### src/hw/rtl/rss_pkg.sv
// Shared constants and the command type of the running sample statistics block.
package rss_pkg;

	localparam logic [15:0] MAX_COUNT = 16'd65535;

	localparam int VAR_STEPS  = 48;
	localparam int MEAN_STEPS = 24;
	localparam int ROOT_STEPS = 24;
	localparam int STEP_W     = 6;

	typedef struct packed {
		logic accept;
		logic mul_a;
		logic mul_b;
		logic mul_c;
		logic div_step;
		logic mean_step;
		logic sqrt_load;
		logic sqrt_step;
		logic fin_load;
	} rss_cmd_t;

endpackage

### src/hw/rtl/rss_controller.sv
// Sequencing state machine of the running sample statistics block.
module rss_controller
	import rss_pkg::*;
(
	input  logic     clk,
	input  logic     arst_n,
	input  logic     in_valid,
	output logic     in_ready,
	output logic     out_valid,
	input  logic     out_ready,
	output rss_cmd_t cmd
);

	typedef enum logic [7:0] {
		IDLE  = 8'b00000001,
		MUL_A = 8'b00000010,
		MUL_B = 8'b00000100,
		MUL_C = 8'b00001000,
		DIV   = 8'b00010000,
		SQLD  = 8'b00100000,
		SQRT  = 8'b01000000,
		FIN   = 8'b10000000
	} rss_state_t;

	rss_state_t        state_q, state_d;
	logic [STEP_W-1:0] step_q;
	logic              out_valid_q;
	logic              step_last;
	logic              fin_ok;

	assign fin_ok = !out_valid_q || out_ready;

	always_comb begin
		state_d   = state_q;
		cmd       = '0;
		step_last = 1'b0;
		case (state_q)
			IDLE: begin
				cmd.accept = in_valid;
				if (in_valid) state_d = MUL_A;
			end
			MUL_A: begin
				cmd.mul_a = 1'b1;
				state_d   = MUL_B;
			end
			MUL_B: begin
				cmd.mul_b = 1'b1;
				state_d   = MUL_C;
			end
			MUL_C: begin
				cmd.mul_c = 1'b1;
				state_d   = DIV;
			end
			DIV: begin
				cmd.div_step  = 1'b1;
				cmd.mean_step = step_q < STEP_W'(MEAN_STEPS);
				step_last     = step_q == STEP_W'(VAR_STEPS - 1);
				if (step_last) state_d = SQLD;
			end
			SQLD: begin
				cmd.sqrt_load = 1'b1;
				state_d       = SQRT;
			end
			SQRT: begin
				cmd.sqrt_step = 1'b1;
				step_last     = step_q == STEP_W'(ROOT_STEPS - 1);
				if (step_last) state_d = FIN;
			end
			FIN: begin
				cmd.fin_load = fin_ok;
				if (fin_ok) state_d = IDLE;
			end
			default: begin
				state_d = IDLE;
			end
		endcase
	end

	always_ff @(posedge clk or negedge arst_n) begin
		if (!arst_n) begin
			state_q     <= IDLE;
			step_q      <= '0;
			out_valid_q <= 1'b0;
		end else begin
			state_q <= state_d;
			if ((state_q == DIV || state_q == SQRT) && !step_last) begin
				step_q <= step_q + STEP_W'(1);
			end else begin
				step_q <= '0;
			end
			if (cmd.fin_load) begin
				out_valid_q <= 1'b1;
			end else if (out_ready) begin
				out_valid_q <= 1'b0;
			end
		end
	end

	assign in_ready  = state_q == IDLE;
	assign out_valid = out_valid_q;

endmodule

### config.mk
export PLATFORM = sky130hd
export DESIGN_NAME = rss_controller
export DESIGN_NICKNAME = d
export VERILOG_FILES = /design/src/hw/rtl/rss_pkg.sv /design/src/hw/rtl/rss_controller.sv
export SDC_FILE = /design/constraint.sdc
export NUM_CORES = 1
export LEC_CHECK = 0
export ABC_AREA = 0
export BUFFER_PORTS_ARGS = -buffer_cell sky130_fd_sc_hd__buf_2
export CAP_MARGIN = 20
export CORE_MARGIN = 1
export CORE_UTILIZATION = 30
export CTS_CLUSTER_SIZE = 16
export DETAILED_ROUTE_END_ITERATION = 8
export SLEW_MARGIN = 20
export SYNTH_ARGS = -nofsm -noshare
export SYNTH_HDL_FRONTEND = slang
export SYNTH_SLANG_ARGS = --single-unit
### constraint.sdc
create_clock -name clk -period 1.95 [get_ports clk]
set_input_delay 0.2925 -clock clk [delete_from_list [all_inputs] [get_ports clk]]
set_output_delay 0.2925 -clock clk [all_outputs]
set_load 0.01 [all_outputs]
==> impl_summary.log <==
[metrics] status: completed
[metrics] fin crit period: 1.92 ns
[metrics] P&R area growth vs syn: 37.3%
[metrics] switching share of power: 32.1%
[metrics] Buf/Inv on CP: 1
[metrics] synth cell count leaders: sky130_fd_sc_hd__dfrtp_1, sky130_fd_sc_hd__nor2_1, sky130_fd_sc_hd__and4b_2
[metrics] Max Cap Viol: 0
[metrics] detail-routed via count per cell: 4.94
[metrics] depth of the worst register-to-register path: 7
[metrics] end of the worst hold path: state_q[1]
[metrics] leading area contributor after synthesis: sky130_fd_sc_hd__dfrtp_1
[metrics] number of clock buffers inserted by TritonCTS: 3
[metrics] skew final: 0.000777 ns
[metrics] height of the chip: 54.7 µm
[metrics] leftover overflow at the end of global routing: 0
[metrics] Worst-path clk slew: 0.08 ns
[metrics] worst slack, placed: 0.142 ns
[metrics] CTS sink cnt: 15
[metrics] critical path's largest stage delay: approximately 0.45 ns
[metrics] summed instance area of the synthesized netlist: 832 µm²
[metrics] worst r2r dst: state_q[0]
[metrics] pwr/cell area: approximately 930 nW/µm²
[metrics] Reg-to-Reg Start: state_q[3]
[metrics] top cells by area, synth: sky130_fd_sc_hd__dfrtp_1, sky130_fd_sc_hd__and4b_2, sky130_fd_sc_hd__nor2_1
[metrics] cell depth of the worst hold path: 2
[metrics] half-perimeter wire length of the detailed placement result: 1220 µm
[metrics] minimum setup slack in the final design: ~0.031 ns
[metrics] Core Box Area: 2540 µm²
[metrics] Nets: 113
[metrics] top_reg_cell synth: sky130_fd_sc_hd__dfrtp_1
[metrics] wire length of the first global-routing pass: 2770 µm
[metrics] DRT Pass-1 Iters: 3
[metrics] CP required: ~1.7 ns
[metrics] vias after detailed routing: between 600 and 700
[metrics] number of max-slew violations in the final report: 0
[metrics] post-route non-filler standard cell count: 137
[metrics] worst hold margin: 0.257 ns
[metrics] portion of the post-synthesis area used by sequential elements: a little under half
[metrics] count of standard-cell rows: 18
[metrics] Clock H-tree levels: 1
[metrics] cell count after synthesis: 75
[metrics] die area: 2990 µm²
[metrics] startpoint of the lowest-slack hold path: in_valid
[metrics] total count of hold-check failures in the final report: 0
[metrics] root buffer cell: sky130_fd_sc_hd__clkbuf_4
[metrics] setup repair after global routing missed its margin: true
[metrics] Overall Global Routing Usage: 13.5%
[metrics] placed cells: between 100 and 150
[metrics] TritonCTS clock tree: yes
[metrics] Detailed Route WL: 1770 µm
[metrics] count of pins on the block boundary: 15
[metrics] post-synth top area share: 42.1%
[metrics] die width: 54.7 µm
[metrics] timing-limited maximum frequency: 521 MHz
[metrics] vias in the first global route: 611
[metrics] startpoint type of the worst setup path: register
[metrics] switching component of the power: 0.342 mW
[metrics] wire per inst: 12.9 µm
[metrics] warning count from the yosys run: 0
[metrics] capturing element type of the critical path: output port
[metrics] pin count of the biggest net entering global routing: 16
[metrics] number of library cell types mapped by synthesis: 31
[metrics] initial antenna violation count: 0
[metrics] placer congestion estimate: approximately 0.74
[metrics] leakage power total: 0.550 nW
[metrics] Critical-path top delay cell: sky130_fd_sc_hd__dfrtp_2
[metrics] family with the most delay on the worst path: simple AND/OR/NAND/NOR gates
[metrics] flop-to-flop setup slack: roughly 0.10 ns
[metrics] worst slew slack as a fraction of its limit: roughly three quarters
[metrics] Clock power frac: 16.6%
[metrics] share of async-settable or async-resettable flops after synthesis: 100%
[metrics] kind of critical path: reg -> out
[metrics] peak fanout along the critical path: 4
[metrics] DR DRC count: 0
[metrics] share of the core filled with cells: 44.9%
[metrics] endpoint arrival time on the critical path: 1.63 ns
[metrics] number of flops mapped to enable cells by yosys: 0
[metrics] cell-by-cell trace of the critical path: nor4_4 -> nand4b_1 -> and2b_1 -> buf_2
[metrics] maximum buffer depth of the clock tree: 2
[metrics] Diodes inserted: 0
[metrics] post-synth net total: 80
[metrics] number of storage elements in the synthesis netlist: 15
[metrics] worst-case vdd ir drop: about 0.00047 V
[metrics] average size of a mapped cell: 11.1 µm²
[metrics] classification of the worst-slack hold path: in -> reg
[metrics] layout cell share with drive strength beyond 1: 51.4%
[metrics] Final setup violation count: 0
[metrics] Post-DRT Antenna Nets: 0
[metrics] combinational fraction of design power: 44.1%
[metrics] Buffers on Ports: 14
[metrics] count of routing violations after the opening detailed-route iteration: 15
[metrics] clock insertion delay at the later pin of the skew report: 0.28 ns
[metrics] Final Cycle Share: 98.4%
[metrics] effective utilization at floorplan: between 30% and 40%
[metrics] sequential cell fraction of total power: around two fifths
[metrics] internal power of the cells: slightly above 0.7 mW
[metrics] worst-margin pin slew: 0.388 ns
[state kept, by name, indices dropped and copies added, names as in the netlist]
register,count
state_q,8
step_q,6
out_valid,1
[metal layers]
layer | track usage [%] | share of wire [%] | vias to the layer above
met5 | 0 | 0 | -
met3 | 5.83 | 3.9 | 2
met4 | 2.56 | 0.90 | 0
met1 | 18.3 | 47 | 324
met2 | 19.9 | 48 | 11
li1 | - | - | 340
[layout by cell type, fill, tap and decap left out, types with 2 or more instances in the layout]
cell type	count
sky130_fd_sc_hd__and4b_2	5
sky130_fd_sc_hd__buf_2	11
sky130_fd_sc_hd__buf_4	13
sky130_fd_sc_hd__buf_6	3
sky130_fd_sc_hd__clkbuf_4	3
sky130_fd_sc_hd__dfrtp_1	11
sky130_fd_sc_hd__dfrtp_2	3
sky130_fd_sc_hd__nand2_1	2
sky130_fd_sc_hd__nand2b_1	2
sky130_fd_sc_hd__nand3_1	2
sky130_fd_sc_hd__nand4b_1	2
sky130_fd_sc_hd__nor2_1	14
sky130_fd_sc_hd__nor2b_1	2
sky130_fd_sc_hd__nor4_4	2
sky130_fd_sc_hd__xnor2_1	2
sky130_fd_sc_hd__xor2_1	3
[cell type report]
class,count,area (µm²)
multi-input combinational,56,468
timing repair buffer,29,216
fill,245,1400
clock buffer,4,26.3
sequential,15,380
tap,30,37.5
inverter,3,13.8
[metrics by stage]
stage                     power, mW  TNS [ns]  area (µm²)
after CTS                     0.970         0        1030
after global placement        0.731         0         932
after floorplan               0.650         0         832
final                          1.06         0        1140
after global routing           1.13    -0.256        1140
after detailed placement      0.731         0         932
[worst max-delay path by stage]
stage | from | to | slack (ns) | cells after the start
finish | state_q[3] | cmd[0] | 0.03 | 4
global route | state_q[3] | cmd[0] | -0.10 | 4
CTS | state_q[3] | cmd[8] | 0.003 | 4
detailed placement | state_q[2] | cmd[3] | 0.14 | 5
global placement | state_q[2] | cmd[3] | 0.13 | 5
floorplan | state_q[2] | state_q[7] | 0.37 | 5
[cell families after synthesis]
logic type,Yosys count,share of synthesized area (%)
and+or+nand+nor,43,37.3
DFF,15,45.3
AOI/OAI and AO/OA,7,8.42
xor gates and xnor gates,5,5.26
buffers and inverters,4,2.26
adders and majority gates,1,1.50
[power groups by stage]
stage	Combinational (mW)	Clock [mW]	Sequential, mW
after global placement	0.316	0	0.415
after CTS	0.373	0.181	0.416
after global routing	0.507	0.196	0.428
after detailed placement	0.313	0	0.418
after floorplan	0.244	0	0.406
final	0.469	0.176	0.418
[worst reg2reg max path, stage by stage (launching register included)]
cell and delay, ns:
sky130_fd_sc_hd__dfrtp_2 0.45, sky130_fd_sc_hd__nor4_4 0.36, sky130_fd_sc_hd__nand4b_1 0.19, sky130_fd_sc_hd__buf_4 0.17, sky130_fd_sc_hd__buf_4 0.13, sky130_fd_sc_hd__o21ai_2 0.19
sky130_fd_sc_hd__nor2_1 0.09, sky130_fd_sc_hd__a41o_1 0.21
[what timing repair did]
action                                  CTS  global route
endpoints found under the setup margin    5             8
endpoints found under the hold margin    14             0
hold buffers                              1             0
buffers inserted                          6             8
resized for setup                         3            12
pin swaps                                 3             9
No activity file was read; power rests on OpenSTA's default activity.
